[src/rtl/pcrc_pkg.sv]
// ----------------------------------------------------------------------------
// pcrc_pkg
// Shared constants and interface types for the per-core rate cache with
// cycle-to-microsecond conversion.
// ----------------------------------------------------------------------------
package pcrc_pkg;

  // Field widths
  localparam int CORE_W   = 32;
  localparam int CYCLE_W  = 64;
  localparam int RATE_W   = 16;

  // Rate table geometry (valid range 1..64)
  localparam int SLOTS    = 8;
  localparam int SLOT_W   = (SLOTS > 1) ? $clog2(SLOTS) : 1;

  // Divider: one quotient bit per cycle
  localparam int DIV_STEPS = CYCLE_W;
  localparam int DIV_CNT_W = $clog2(DIV_STEPS);

  // Fallback rate after reset, cycles per microsecond
  localparam logic [RATE_W-1:0] RESET_FALLBACK = RATE_W'(2000);

  // Lookup request to the rate table
  typedef struct packed {
    logic              lookup;
    logic [CORE_W-1:0] core;
    logic [RATE_W-1:0] measured;
    logic [RATE_W-1:0] fallback;
  } tbl_req_t;

  // Lookup answer from the rate table
  typedef struct packed {
    logic [RATE_W-1:0] rate;
    logic              hit;
  } tbl_rsp_t;

  // Divide request
  typedef struct packed {
    logic               start;
    logic [CYCLE_W-1:0] dividend;
    logic [RATE_W-1:0]  divisor;
  } div_req_t;

  // Divide status and result
  typedef struct packed {
    logic               busy;
    logic               done;
    logic [CYCLE_W-1:0] quotient;
  } div_rsp_t;

endpackage

[src/rtl/pcrc_table.sv]
// ----------------------------------------------------------------------------
// pcrc_table
// Last-used register plus a fully associative rate table keyed by core id,
// with round-robin replacement on a miss.
// ----------------------------------------------------------------------------
module pcrc_table (
  input  logic               clk,
  input  logic               rst_n,
  input  pcrc_pkg::tbl_req_t req,
  output pcrc_pkg::tbl_rsp_t rsp
);

  // Last-used register
  logic                          last_valid_r;
  logic [pcrc_pkg::CORE_W-1:0]   last_core_r;
  logic [pcrc_pkg::RATE_W-1:0]   last_rate_r;

  // Table storage
  logic [pcrc_pkg::CORE_W-1:0]   entry_core_r  [pcrc_pkg::SLOTS];
  logic [pcrc_pkg::RATE_W-1:0]   entry_rate_r  [pcrc_pkg::SLOTS];
  logic [pcrc_pkg::SLOTS-1:0]    entry_valid_r;
  logic [pcrc_pkg::SLOT_W-1:0]   ptr_r;
  logic [pcrc_pkg::SLOT_W-1:0]   ptr_nxt;

  logic                          last_hit;
  logic                          tbl_hit;
  logic [pcrc_pkg::SLOT_W-1:0]   hit_idx;
  logic [pcrc_pkg::RATE_W-1:0]   miss_rate;

  // Last register match
  assign last_hit = last_valid_r && (last_core_r == req.core);

  // Table search, lowest matching slot wins
  always_comb begin
    tbl_hit = 1'b0;
    hit_idx = '0;
    for (int i = 0; i < pcrc_pkg::SLOTS; i++) begin
      if (!tbl_hit && entry_valid_r[i] && (entry_core_r[i] == req.core)) begin
        tbl_hit = 1'b1;
        hit_idx = pcrc_pkg::SLOT_W'(i);
      end
    end
  end

  // Rate inserted on a miss; zero measurement falls back, zero fallback is 1
  always_comb begin
    if (req.measured != '0) begin
      miss_rate = req.measured;
    end else if (req.fallback != '0) begin
      miss_rate = req.fallback;
    end else begin
      miss_rate = pcrc_pkg::RATE_W'(1);
    end
  end

  // Answer
  always_comb begin
    if (last_hit) begin
      rsp.rate = last_rate_r;
      rsp.hit  = 1'b1;
    end else if (tbl_hit) begin
      rsp.rate = entry_rate_r[hit_idx];
      rsp.hit  = 1'b1;
    end else begin
      rsp.rate = miss_rate;
      rsp.hit  = 1'b0;
    end
  end

  // Round-robin pointer advance
  assign ptr_nxt = (ptr_r == pcrc_pkg::SLOT_W'(pcrc_pkg::SLOTS - 1)) ?
                   '0 : ptr_r + pcrc_pkg::SLOT_W'(1);

  // Control state
  always_ff @(posedge clk) begin
    if (!rst_n) begin
      last_valid_r  <= 1'b0;
      entry_valid_r <= '0;
      ptr_r         <= '0;
    end else if (req.lookup && !last_hit) begin
      last_valid_r <= 1'b1;
      if (!tbl_hit) begin
        entry_valid_r[ptr_r] <= 1'b1;
        ptr_r                <= ptr_nxt;
      end
    end
  end

  // Payload storage
  always_ff @(posedge clk) begin
    if (req.lookup && !last_hit) begin
      last_core_r <= req.core;
      last_rate_r <= rsp.rate;
      if (!tbl_hit) begin
        entry_core_r[ptr_r] <= req.core;
        entry_rate_r[ptr_r] <= miss_rate;
      end
    end
  end

  // A miss fills the slot under the pointer
  a_miss_fills: assert property (@(posedge clk) disable iff (!rst_n)
    req.lookup && !rsp.hit |=> entry_valid_r[$past(ptr_r)])
    else $error("missed slot not marked valid");

  // Any lookup leaves the last register loaded
  a_last_loaded: assert property (@(posedge clk) disable iff (!rst_n)
    req.lookup |=> last_valid_r)
    else $error("last register not valid after lookup");

endmodule

[src/rtl/pcrc_divider.sv]
// ----------------------------------------------------------------------------
// pcrc_divider
// Restoring divider, 64-bit dividend by 16-bit divisor, one quotient bit
// per cycle.
// ----------------------------------------------------------------------------
module pcrc_divider (
  input  logic               clk,
  input  logic               rst_n,
  input  pcrc_pkg::div_req_t req,
  output pcrc_pkg::div_rsp_t rsp
);

  logic                           busy_r;
  logic                           done_r;
  logic [pcrc_pkg::DIV_CNT_W-1:0] cnt_r;
  logic [pcrc_pkg::RATE_W-1:0]    divisor_r;
  logic [pcrc_pkg::RATE_W-1:0]    rem_r;
  logic [pcrc_pkg::CYCLE_W-1:0]   quo_r;

  logic [pcrc_pkg::RATE_W:0]      trial;
  logic [pcrc_pkg::RATE_W:0]      diff;
  logic                           ge;
  logic [pcrc_pkg::RATE_W-1:0]    rem_nxt;

  // Shift in next dividend bit and try to subtract
  assign trial   = {rem_r, quo_r[pcrc_pkg::CYCLE_W-1]};
  assign diff    = trial - {1'b0, divisor_r};
  assign ge      = trial >= {1'b0, divisor_r};
  assign rem_nxt = ge ? diff[pcrc_pkg::RATE_W-1:0] : trial[pcrc_pkg::RATE_W-1:0];

  // Control
  always_ff @(posedge clk) begin
    if (!rst_n) begin
      busy_r <= 1'b0;
      done_r <= 1'b0;
      cnt_r  <= '0;
    end else begin
      done_r <= 1'b0;
      if (req.start) begin
        busy_r <= 1'b1;
        cnt_r  <= '0;
      end else if (busy_r) begin
        cnt_r <= cnt_r + pcrc_pkg::DIV_CNT_W'(1);
        if (cnt_r == pcrc_pkg::DIV_CNT_W'(pcrc_pkg::DIV_STEPS - 1)) begin
          busy_r <= 1'b0;
          done_r <= 1'b1;
        end
      end
    end
  end

  // Datapath
  always_ff @(posedge clk) begin
    if (req.start) begin
      divisor_r <= req.divisor;
      rem_r     <= '0;
      quo_r     <= req.dividend;
    end else if (busy_r) begin
      rem_r <= rem_nxt;
      quo_r <= {quo_r[pcrc_pkg::CYCLE_W-2:0], ge};
    end
  end

  assign rsp.busy     = busy_r;
  assign rsp.done     = done_r;
  assign rsp.quotient = quo_r;

  // Final remainder is below the divisor
  a_rem_bound: assert property (@(posedge clk) disable iff (!rst_n)
    done_r |-> rem_r < divisor_r)
    else $error("remainder not below divisor at completion");

endmodule

[src/rtl/per_core_rate_cache_time_convert.sv]
// ----------------------------------------------------------------------------
// per_core_rate_cache_time_convert
// Converts a raw cycle count to microseconds using a per-core rate cache.
// ----------------------------------------------------------------------------
// One transaction at a time: an item is taken when the block is idle, the
// core is looked up (last-used register, then an 8-slot table, inserting
// the supplied rate on a miss), then a shared restoring divider produces
// the quotient one bit per cycle. An item passes from acceptance through
// S_LOOK, S_DIV and S_DONE into the output register; the 64-step divider
// runs in S_DIV. The next item can be taken in the cycle after the result
// is loaded, not before. The result sits in an output register, so a new
// item is taken while it waits. The fallback rate register resets to 2000
// and is written through cfg_*, which is always ready; write it only while
// the block is idle.
module per_core_rate_cache_time_convert (
  input  logic                          clk,
  input  logic                          rst_n,
  // Input channel
  input  logic                          in_valid,
  output logic                          in_stall,
  input  logic [pcrc_pkg::CORE_W-1:0]   in_core_id,
  input  logic [pcrc_pkg::CYCLE_W-1:0]  in_cycle_count,
  input  logic [pcrc_pkg::RATE_W-1:0]   in_measured_rate,
  // Result channel
  output logic                          out_valid,
  input  logic                          out_stall,
  output logic [pcrc_pkg::CYCLE_W-1:0]  out_microseconds,
  output logic [pcrc_pkg::RATE_W-1:0]   out_rate_used,
  output logic                          out_hit,
  // Configuration
  input  logic                          cfg_valid,
  output logic                          cfg_ready,
  input  logic [pcrc_pkg::RATE_W-1:0]   cfg_data
);

  typedef enum logic [1:0] {
    S_IDLE,
    S_LOOK,
    S_DIV,
    S_DONE
  } state_t;

  state_t                        state_r;
  logic [pcrc_pkg::RATE_W-1:0]   fallback_r;
  logic [pcrc_pkg::CORE_W-1:0]   core_r;
  logic [pcrc_pkg::CYCLE_W-1:0]  cycles_r;
  logic [pcrc_pkg::RATE_W-1:0]   measured_r;
  logic [pcrc_pkg::RATE_W-1:0]   rate_r;
  logic                          hit_r;
  logic                          out_valid_r;
  logic [pcrc_pkg::CYCLE_W-1:0]  out_us_r;
  logic [pcrc_pkg::RATE_W-1:0]   out_rate_r;
  logic                          out_hit_r;

  pcrc_pkg::tbl_req_t            tbl_req;
  pcrc_pkg::tbl_rsp_t            tbl_rsp;
  pcrc_pkg::div_req_t            div_req;
  pcrc_pkg::div_rsp_t            div_rsp;
  logic [pcrc_pkg::RATE_W-1:0]   div_rate;
  logic                          in_acc;
  logic                          out_free;

  assign in_stall  = (state_r != S_IDLE);
  assign in_acc    = in_valid && !in_stall;
  assign out_free  = !out_valid_r || !out_stall;
  assign cfg_ready = 1'b1;

  // Rate table
  assign tbl_req.lookup   = (state_r == S_LOOK);
  assign tbl_req.core     = core_r;
  assign tbl_req.measured = measured_r;
  assign tbl_req.fallback = fallback_r;

  pcrc_table u_table (
    .clk   (clk),
    .rst_n (rst_n),
    .req   (tbl_req),
    .rsp   (tbl_rsp)
  );

  // Divider; a zero rate is guarded to 1
  assign div_rate         = (tbl_rsp.rate == '0) ? pcrc_pkg::RATE_W'(1) : tbl_rsp.rate;
  assign div_req.start    = (state_r == S_LOOK);
  assign div_req.dividend = cycles_r;
  assign div_req.divisor  = div_rate;

  pcrc_divider u_div (
    .clk   (clk),
    .rst_n (rst_n),
    .req   (div_req),
    .rsp   (div_rsp)
  );

  // Fallback rate register
  always_ff @(posedge clk) begin
    if (!rst_n) begin
      fallback_r <= pcrc_pkg::RESET_FALLBACK;
    end else if (cfg_valid && cfg_ready) begin
      fallback_r <= cfg_data;
    end
  end

  // Sequencer and output register
  always_ff @(posedge clk) begin
    if (!rst_n) begin
      state_r     <= S_IDLE;
      out_valid_r <= 1'b0;
    end else begin
      // load a new result, or drop the one just taken
      if (state_r == S_DONE && out_free) begin
        out_valid_r <= 1'b1;
      end else if (out_valid_r && !out_stall) begin
        out_valid_r <= 1'b0;
      end
      case (state_r)
        S_IDLE: begin
          if (in_acc) begin
            state_r <= S_LOOK;
          end
        end
        S_LOOK: begin
          state_r <= S_DIV;
        end
        S_DIV: begin
          if (div_rsp.done) begin
            state_r <= S_DONE;
          end
        end
        S_DONE: begin
          if (out_free) begin
            state_r <= S_IDLE;
          end
        end
        default: begin
          state_r <= S_IDLE;
        end
      endcase
    end
  end

  // Payload capture
  always_ff @(posedge clk) begin
    if (in_acc) begin
      core_r     <= in_core_id;
      cycles_r   <= in_cycle_count;
      measured_r <= in_measured_rate;
    end
    if (state_r == S_LOOK) begin
      rate_r <= div_rate;
      hit_r  <= tbl_rsp.hit;
    end
    if (state_r == S_DONE && out_free) begin
      out_us_r   <= div_rsp.quotient;
      out_rate_r <= rate_r;
      out_hit_r  <= hit_r;
    end
  end

  assign out_valid        = out_valid_r;
  assign out_microseconds = out_us_r;
  assign out_rate_used    = out_rate_r;
  assign out_hit          = out_hit_r;

  // Divider completes only while the sequencer waits on it
  a_done_in_div: assert property (@(posedge clk) disable iff (!rst_n)
    div_rsp.done |-> state_r == S_DIV)
    else $error("divider finished outside the divide phase");

  // Divider never sees a zero divisor
  a_div_nonzero: assert property (@(posedge clk) disable iff (!rst_n)
    div_req.start |-> div_req.divisor != '0)
    else $error("zero divisor issued");

  // Divider is running throughout the divide phase until done
  a_div_busy: assert property (@(posedge clk) disable iff (!rst_n)
    state_r == S_DIV && !div_rsp.done |-> div_rsp.busy)
    else $error("divide phase with idle divider");

endmodule
[config.mk]
export PLATFORM = sky130hd
export DESIGN_NAME = per_core_rate_cache_time_convert
export DESIGN_NICKNAME = d
export VERILOG_FILES = /design/src/rtl/pcrc_pkg.sv /design/src/rtl/pcrc_table.sv /design/src/rtl/pcrc_divider.sv /design/src/rtl/per_core_rate_cache_time_convert.sv
export SDC_FILE = /design/constraint.sdc
export NUM_CORES = 1
export LEC_CHECK = 0
export BUFFER_PORTS_ARGS = -buffer_cell sky130_fd_sc_hd__buf_2
export CORE_MARGIN = 4
export CORE_UTILIZATION = 50
export DETAILED_ROUTE_END_ITERATION = 16
export HOLD_SLACK_MARGIN = 0.05
export PLACE_DENSITY = 0.73
export SYNTH_ARGS = -nofsm -noshare
export SYNTH_HDL_FRONTEND = slang
export SYNTH_HIERARCHICAL = 1
export SYNTH_SLANG_ARGS = --single-unit
[constraint.sdc]
create_clock -name clk -period 7.4 [get_ports clk]
set_input_delay 2.22 -clock clk [delete_from_list [all_inputs] [get_ports clk]]
set_output_delay 2.22 -clock clk [all_outputs]
set_load 0.02 [all_outputs]
# Word-level counts from Yosys, hierarchy flattened
# Memory sizes are Yosys's and may differ from the RTL's.
# Cells that the tools add are included.
[totals]
wordCells = 132
n_memories = 2
regBits = 377
input_bits = 133
ram_bits = 384
[op_classes]
n_addsub = 3
bitwise = 4
mux = 38
reduce_logical = 44
eq_ne = 17
magnitude_cmp = 3
[mem_list]
columns = ["memory", "words", "word_bits", "read_ports", "rd_clocked_by_memory_dff", "write_ports", "line_no", "rtl"]
rows = [
  ["u_table.entry_core_r", 8, 32, 8, 0, 1, "pcrc_table.sv:19", "logic [pcrc_pkg::CORE_W-1:0] entry_core_r [pcrc_pkg::SLOTS];"],
  ["u_table.entry_rate_r", 8, 16, 1, 0, 1, "pcrc_table.sv:20", "logic [pcrc_pkg::RATE_W-1:0] entry_rate_r [pcrc_pkg::SLOTS];"],
]
[op_table]
columns = ["cell", "n"]
rows = [
  ["$eq 32x32->1", 9],
  ["$mux 64", 2],
  ["$mux 16", 3],
  ["$mux 17", 2],
  ["$reduce_bool 16->1", 2],
  ["$logic_and 1x1->1", 21],
  ["$mux 1", 19],
  ["$ge 17x16->1", 1],
  ["$logic_not 16->1", 1],
  ["$sub 16x16->16", 1],
  ["$mux 3", 5],
  ["$logic_not 1->1", 11],
  ["$mux 2", 5],
  ["$or 8x8->8", 1],
  ["$pmux 2 s4", 1],
  ["$add 6x1->6 const B", 1],
  ["$eq 6x6->1 const B", 1],
  ["$reduce_bool 2->1", 3],
  ["$eq 2x2->1 const B", 2],
  ["$lt 3x4->1 const B", 1],
  ["$ne 2x2->1 const B", 2],
  ["$add 3x1->3 const B", 1],
  ["$demux 1 s3", 1],
  ["$eq 3x3->1 const B", 1],
  ["10 further kinds", 12],
]

# Longest topological paths before layout
# Gate-level depths: netlist (run 1).
# An unclocked memory read counts as a cell.
[logic_depth]
ltp_word = 36
mapped_depth = 15
depth_no_buf = 12

# Hierarchy
# Netlist (run 1), hierarchy kept.
[by_module_without_submodules]
columns = ["module", "area_per_inst_um2", "n_inst", "cells_each"]
rows = [
  ["pcrc_table", 19583.8, 1, 1394],
  ["per_core_rate_cache_time_convert", 7196.9, 1, 307],
  ["pcrc_divider", 5146.2, 1, 419],
]

# Worst setup path before layout (run 1)
# Ideal clock, no wire load.
[synth_timing]
path_kind = "input to register"
startpoint = "input port in_valid"
endpoint = "register core_r[0] (netlist name) (enable)"
stages = 2
t_required_ns = 6.812
n_path_buf = 0
arrival_ns = 6.974
setup_time_ns = 0.588
slack_ns = -0.161
cell_sequence = "inv_1 -> nor2_1"
[synth_via]
elab_chain_cells = 1
[synth_lines]
columns = ["item", "line_no", "rtl"]
rows = [
  ["start, declared", "per_core_rate_cache_time_convert.sv:19", "input logic in_valid,"],
  ["$logic_and 1x1->1", "per_core_rate_cache_time_convert.sv:64", "assign in_acc = in_valid && !in_stall;"],
  ["via in_acc", "per_core_rate_cache_time_convert.sv:60", "logic in_acc;"],
  ["end signal, assigned", "per_core_rate_cache_time_convert.sv:144", "core_r <= in_core_id;"],
  ["end, declared", "per_core_rate_cache_time_convert.sv:45", "logic [pcrc_pkg::CORE_W-1:0] core_r;"],
]
# The timed path passes the listed nets, and every way through them passes these cells.
# A chain may end at the register's enable or synchronous reset.

==> run_results.csv, run 1 <==
group,metric,value,unit
synth,synth_warnings,6,
timing,tightest_slew,1150,ps
clock_tree,cts-root-buf,"clkbuf_16",
setup_path,path_cells,"xor2_1 -> nor4_1 -> nand4_1 -> or4_1 -> o211ai_1 -> a21oi_1 -> nor2_4 -> buf_4 -> mux2i_1 -> nand3_1 -> o21ai_1 -> nor4_1 -> a41o_1",
setup_path,worst-path-buf-inv,1,
grt,grt-ovfl-total,0,
power,peakVddDrop,0.000210,V
clock_tree,cts_made_buffers,81,
timing,period_share,75.6,%
detailed_routing,drc,0,
power,pwr_density_cell,354,mW/mm^2
detailed_routing,via_per_inst,5.75,
floorplan,die_area,0.0679,sq mm
grt,grt_pass1_wl,117000,um
timing,clock.fmax,179,MHz
synth,syn_inst,2119,
detailed_routing,ant_nets,0,
detailed_routing,drt_iter0_drc,1903,
synth,syn-num-nets,2276,
setup_path,crit_path_frequent_cell,"nor4_1",
setup_path,crit_cells,13,
detailed_routing,routed_wl,79500,um
grt,grt_usage,22.9,%
clock_tree,cts_max_path_buffers,3,
grt,grt_pass1_vias,18549,
worst_hold_path,min_path_type,"reg -> reg",
setup_path,slowest_stage,"edfxtp_1",
timing,rsz0062_at_grt,"no",
cells_and_area,n_fill_cell,4889,
clock_tree,post_cts_buffers,0,
detailed_routing,first_pass_iters,7,
timing,fin_tns_setup,0,ps
placed_design,gp_congestion,0.928,
timing,skew,31.0,ps
setup_path,worstPathRequired,7760,ps
setup_path,reg2reg_from,"core_r[1]",
clock_tree,hold_buffers,0,
setup_path,cp_max_fo,47,
synth,synth_area,0.0319,sq mm
cells_and_area,fin_cells,3269,
clock_tree,worstSkewPairLatency,640,ps
setup_path,crit_start,"core_r[1]",
clock_tree,clkTransAtPathRegs,60,ps
floorplan,dieHeight,261,um
clock_tree,ctsResizeCount,0,
timing,hold_slack,418,ps
floorplan,rows,92,
placed_design,port_buffers,215,
synth,synth.avg_cell_area,15.1,sq um
grt,grt_max_degree,91,
job,maxCapViolCount,0,
placed_design,dp.cells,3118,
cells_and_area,layout-drive-gt1-share,19.8,%
setup_path,reg2reg_slack,1810,ps
detailed_routing,wl_per_cell,24.3,um
timing,setup_viol,0,
timing,maxSlewViolCount,0,
setup_path,crit_path_end_kind,"flip-flop",
timing,hold_violations,0,
setup_path,critPathLaunchType,"flip-flop",
setup_path,worstPathArrival,5960,ps
detailed_routing,num_vias,18808,
cells_and_area,multi_input_area,0.00853,sq mm
grt,antenna_found_initial,1,
cells_and_area,nNetsFinal,2512,
clock_tree,clock_sinks,777,
clock_tree,cts_tree,"done",
power,p_leak,12.5,nW
floorplan,initial_core_util,50.6,%
cells_and_area,synthToLayoutAreaGrowth,15.1,%
setup_path,crit_type,"reg -> reg",
setup_path,r2r_cells,13,
timing,relSlewSlack,22.4,%
cells_and_area,seq_area,0.0228,sq mm
setup_path,critical-path-top-delay-family,"simple AND/OR/NAND/NOR gates",
setup_path,r2r_end,"rate_r[0]",
outcome,outcome,"complete, no violations",
clock_tree,cts_max_level,3,
floorplan,chipWidth,261,um
setup_path,cp-endpoint,"rate_r[0]",
placed_design,dp_hpwl,53200,um
timing,layout_min_cycle_time,5590,ps
floorplan,num_io_pins,217,
setup_path,slowest_delay,1120,ps
floorplan,core_area,0.0631,sq mm
## cells in the final DEF (no fill, tap or decap), types with 37 or more instances in the layout
cell,count
clkbuf_16,81
dfxtp_1,55
nor4_1,84
buf_4,46
buf_2,215
mux2i_1,39
mux2_2,64
nor2_1,117
o21ai_0,47
nand2_1,105
edfxtp_1,722
nand3_1,42
xnor2_1,125
nand4_1,57
a21oi_1,37
xor2_1,173
inv_1,48
## layer usage
layer  up-vias  part of all wire (%)  GRT usage [%]
li1       8457                     -              -
met1      9374                    42           31.2
met2       807                    49           37.6
met3       170                   6.3           3.83
met4         0                   3.4           8.04
met5         -                     0              0
## sequential cells by signal, summed over array words and instances (netlist names), 32 cells and up
signal	count
u_table/last_core_r	32
u_div/quo_r	64
out_microseconds	64
u_table/entry_core_r	256
cycles_r	64
u_table/entry_rate_r	128
core_r	32
## through the flow
stage | total power [mW] | instance area [sq um] | util, % | setup WS, ps
global route | 13.5 | 36700 | 58.2 | 1450
floorplan | 8.01 | 31900 | - | 180
global placement | 8.83 | 34000 | 53.9 | 1980
CTS | 13.1 | 36700 | 58.2 | 1810
detailed placement | 8.91 | 34000 | 53.9 | 1850
finish | 13.0 | 36700 | 58.2 | 1810
## area by class of cell
| type | count | share of cell area, % |
|---|---|---|
| clock buffer | 99 | 5.70 |
| sequential | 777 | 62.0 |
| timing repair buffer | 262 | 3.92 |
| clock inverter | 50 | 1.72 |
| tap | 846 | 2.88 |
| multi-input combinational | 1185 | 23.2 |
| antenna | 2 | 0.0136 |
| inverter | 48 | 0.491 |
## power breakdown
| group | switching [mW] | total (mW) | internal, mW |
|---|---|---|---|
| logic | 1.65 | 2.54 | 0.886 |
| clock network | 1.72 | 4.15 | 2.43 |
| registers | 0.430 | 6.30 | 5.87 |
| total | 3.80 | 13.0 | 9.18 |
## how the worst min path moves through the flow
stage	start	end	slack, ps	depth (start not counted)
4_1_cts	rate_r[3]	out_rate_used[3]	420	0
3_3_place_gp	rate_r[3]	out_rate_used[3]	400	0
3_5_place_dp	rate_r[3]	out_rate_used[3]	400	0
6_report	rate_r[1]	out_rate_used[1]	420	0
2_1_floorplan	hit_r	out_hit	400	0
5_1_grt	rate_r[11]	out_rate_used[11]	430	0
No activity file was read; power rests on OpenSTA's default activity.
==> run 2, diff against run 1 <==
- PLACE_DENSITY: 0.73 -> 0.7
- clock period: 7.4 -> 5.8 ns (I/O delays scaled with it)
==> run 2 against run 1 <==
Against the previous run:
- via count rose by 0.46%
- die area did not move
- register-to-register slack got worse by 900 ps
- sequential cell count did not move
- clock power rose by 31%
- critical endpoint is now u_div/divisor_r[0]
==> run_results.csv, run 2 (synthesis results as in run 1) <==
group,metric,value,unit
outcome,outcome,"complete, no violations",
power,p_int,12.0,mW
cells_and_area,largest_register_ffs,256,
detailed_routing,num_vias,18894,
power,p_seq_share,47.6,%
timing,tightest_slew,1140,ps
clock_tree,cts_max_level,3,
power,peakVddDrop,0.000244,V
worst_hold_path,whs_path_depth,0,
detailed_routing,wl_per_cell,24.1,um
timing,timing.final.ws_setup,908,ps
setup_path,r2r_end,"u_div/divisor_r[0]",
cells_and_area,layout-drive-gt1-share,20.5,%
grt,antenna_found_initial,1,
setup_path,reg2reg_slack,910,ps
detailed_routing,drt_iter0_drc,2147,
clock_tree,ctsResizeCount,0,
placed_design,place_ws,964,ps
clock_tree,cts_max_path_buffers,3,
setup_path,r2r_cells,13,
timing,fin_tns_setup,0,ps
worst_hold_path,worstHoldStart,"rate_r[2]",
clock_tree,cts-root-buf,"clkbuf_16",
cells_and_area,nNetsFinal,2530,
grt,grt_pass1_vias,18556,
clock_tree,worstSkewPairLatency,610,ps
cells_and_area,final_cell_mix,"edfxtp_1 (722), buf_2 (215), xor2_1 (173)",
floorplan,initial_core_util,50.6,%
detailed_routing,drc,0,
worst_hold_path,min_path_type,"reg -> reg",
setup_path,critPathLaunchType,"flip-flop",
timing,relSlewSlack,23.1,%
cells_and_area,top_regs,"u_table/entry_core_r x256, u_table/entry_rate_r x128",
timing,hold_violations,0,
clock_tree,clock_sinks,777,
timing,clock.fmax,204,MHz
clock_tree,cts_tree,"done",
power,pwr-share-clk,32.5,%
cells_and_area,final_common_cell,"edfxtp_1",
power,p_comb_share,19.9,%
cells_and_area,max_flop_register,"u_table/entry_core_r",
timing,setup_viol,0,
placed_design,dp_hpwl,53100,um
grt,grt_usage,22.9,%
worst_hold_path,hold-path-endpoint,"out_rate_used[2]",
floorplan,core_area,0.0631,sq mm
detailed_routing,via_per_inst,5.74,
clock_tree,cts_made_buffers,81,
grt,grt-ovfl-total,0,
power,p_leak,12.6,nW
clock_tree,post_cts_buffers,0,
timing,rsz0062_at_grt,"no",
setup_path,cp_max_fo,26,
detailed_routing,routed_wl,79300,um
setup_path,worstPathRequired,6260,ps
setup_path,crit_type,"reg -> reg",
setup_path,reg2reg_from,"core_r[28]",
cells_and_area,synthToLayoutAreaGrowth,16.1,%
placed_design,gp_congestion,0.928,
grt,grt_pass1_wl,117000,um
setup_path,crit_path_end_kind,"flip-flop",
timing,skew,22.4,ps
detailed_routing,ant_nets,0,
timing,layout_min_cycle_time,4890,ps
timing,maxSlewViolCount,0,
detailed_routing,first_pass_iters,5,
setup_path,path_cells,"xor2_1 -> or4_1 -> nor4_1 -> nand3_1 -> o21a_1 -> nand2_1 -> buf_4 -> nand3_1 -> o2111a_1 -> o311ai_0 -> o21ai_1 -> nor4_1 -> a41o_1",
floorplan,die_area,0.0679,sq mm
setup_path,worstPathArrival,5350,ps
clock_tree,clkTransAtPathRegs,60,ps
setup_path,slowest_stage,"nand2_1",
grt,grt_max_degree,80,
power,switching_share,28.6,%
clock_tree,hold_buffers,0,
floorplan,rows,92,
placed_design,port_buffers,215,
power,p_sw,4.80,mW
power,pwr_density_cell,452,mW/mm^2
floorplan,num_io_pins,217,
job,maxCapViolCount,0,
floorplan,dieHeight,261,um
setup_path,slowest_delay,740,ps
floorplan,chipWidth,261,um
timing,period_share,84.4,%
-- run 2: cell count changes in the layout (fill, tap and decap cells not counted), moves of 2 or more --
cell        before  now
clkbuf_8         0    4
clkinv_2        15   12
clkinvlp_4       7    5
buf_12           1   10
inv_16           2    0
bufinv_16       11   14
clkinv_16        2    0
clkbuf_1        18   16
clkbuf_16       81   83
buf_4           46   55
-- run 2: how the worst max path moves through the flow --
stage,startpoint,slack (ps),endpoint,cells after the start
floorplan,core_r[10],-1190,u_table/entry_core_r[1][0],8
global placement,core_r[11],1010,rate_r[0],13
detailed placement,core_r[11],960,u_div/divisor_r[0],13
CTS,core_r[11],900,u_div/divisor_r[0],13
global route,core_r[11],600,u_div/divisor_r[0],13
finish,core_r[28],910,u_div/divisor_r[0],13
-- run 2: area by class of cell --
type	instances	area [sq um]
diodes	3	7.51
multi-input cells	1185	8530
clock buffers	103	2190
fillers	4828	26000
flip-flops and latches	777	22800
clock inverters	47	612
inverters	48	180
well taps	846	1060
repair buffers	280	1690
-- run 2: per-stage QoR --
step           cells  hold slack, ps  area (sq um)  power [mW]  utilization (%)
2_1_floorplan   2119             400         31900        10.2                -
3_3_place_gp    3136             400         34200        11.3             54.3
3_5_place_dp    3136             405         34200        11.4             54.3
4_1_cts         3286             414         37000        16.8             58.7
5_1_grt         3286             419         37000        17.4             58.7
6_report        3289             414         37100        16.8             58.7
-- run 2: power by group through the flow --
stage / clock (mW) / combinational, mW / sequential [mW]
after floorplan: 0 / 2.25 / 7.97
after global placement: 0 / 3.24 / 8.04
after detailed placement: 0 / 3.31 / 8.08
after CTS: 5.54 / 3.33 / 7.98
after global routing: 5.78 / 3.60 / 8.06
final: 5.45 / 3.34 / 7.97
-- run 2: layer usage --
metal / part of all wire (%) / wire [um] / up-vias / global-route usage (%)
li1: - / - / 8510 / -
met1: 41 / 32700 / 9430 / 31.5
met2: 48 / 38400 / 811 / 37.4
met3: 7.3 / 5760 / 141 / 4.02
met4: 3.1 / 2470 / 2 / 7.23
met5: 0.016 / 13 / - / 0
-- run 2: critical path, delay by kind of cell (launching register included) --
family / cells / cell delay (ps)
simple gates: 6 / 2660
compound gates: 5 / 930
flops: 1 / 580
buf+inv: 1 / 260
xor+xnor: 1 / 280
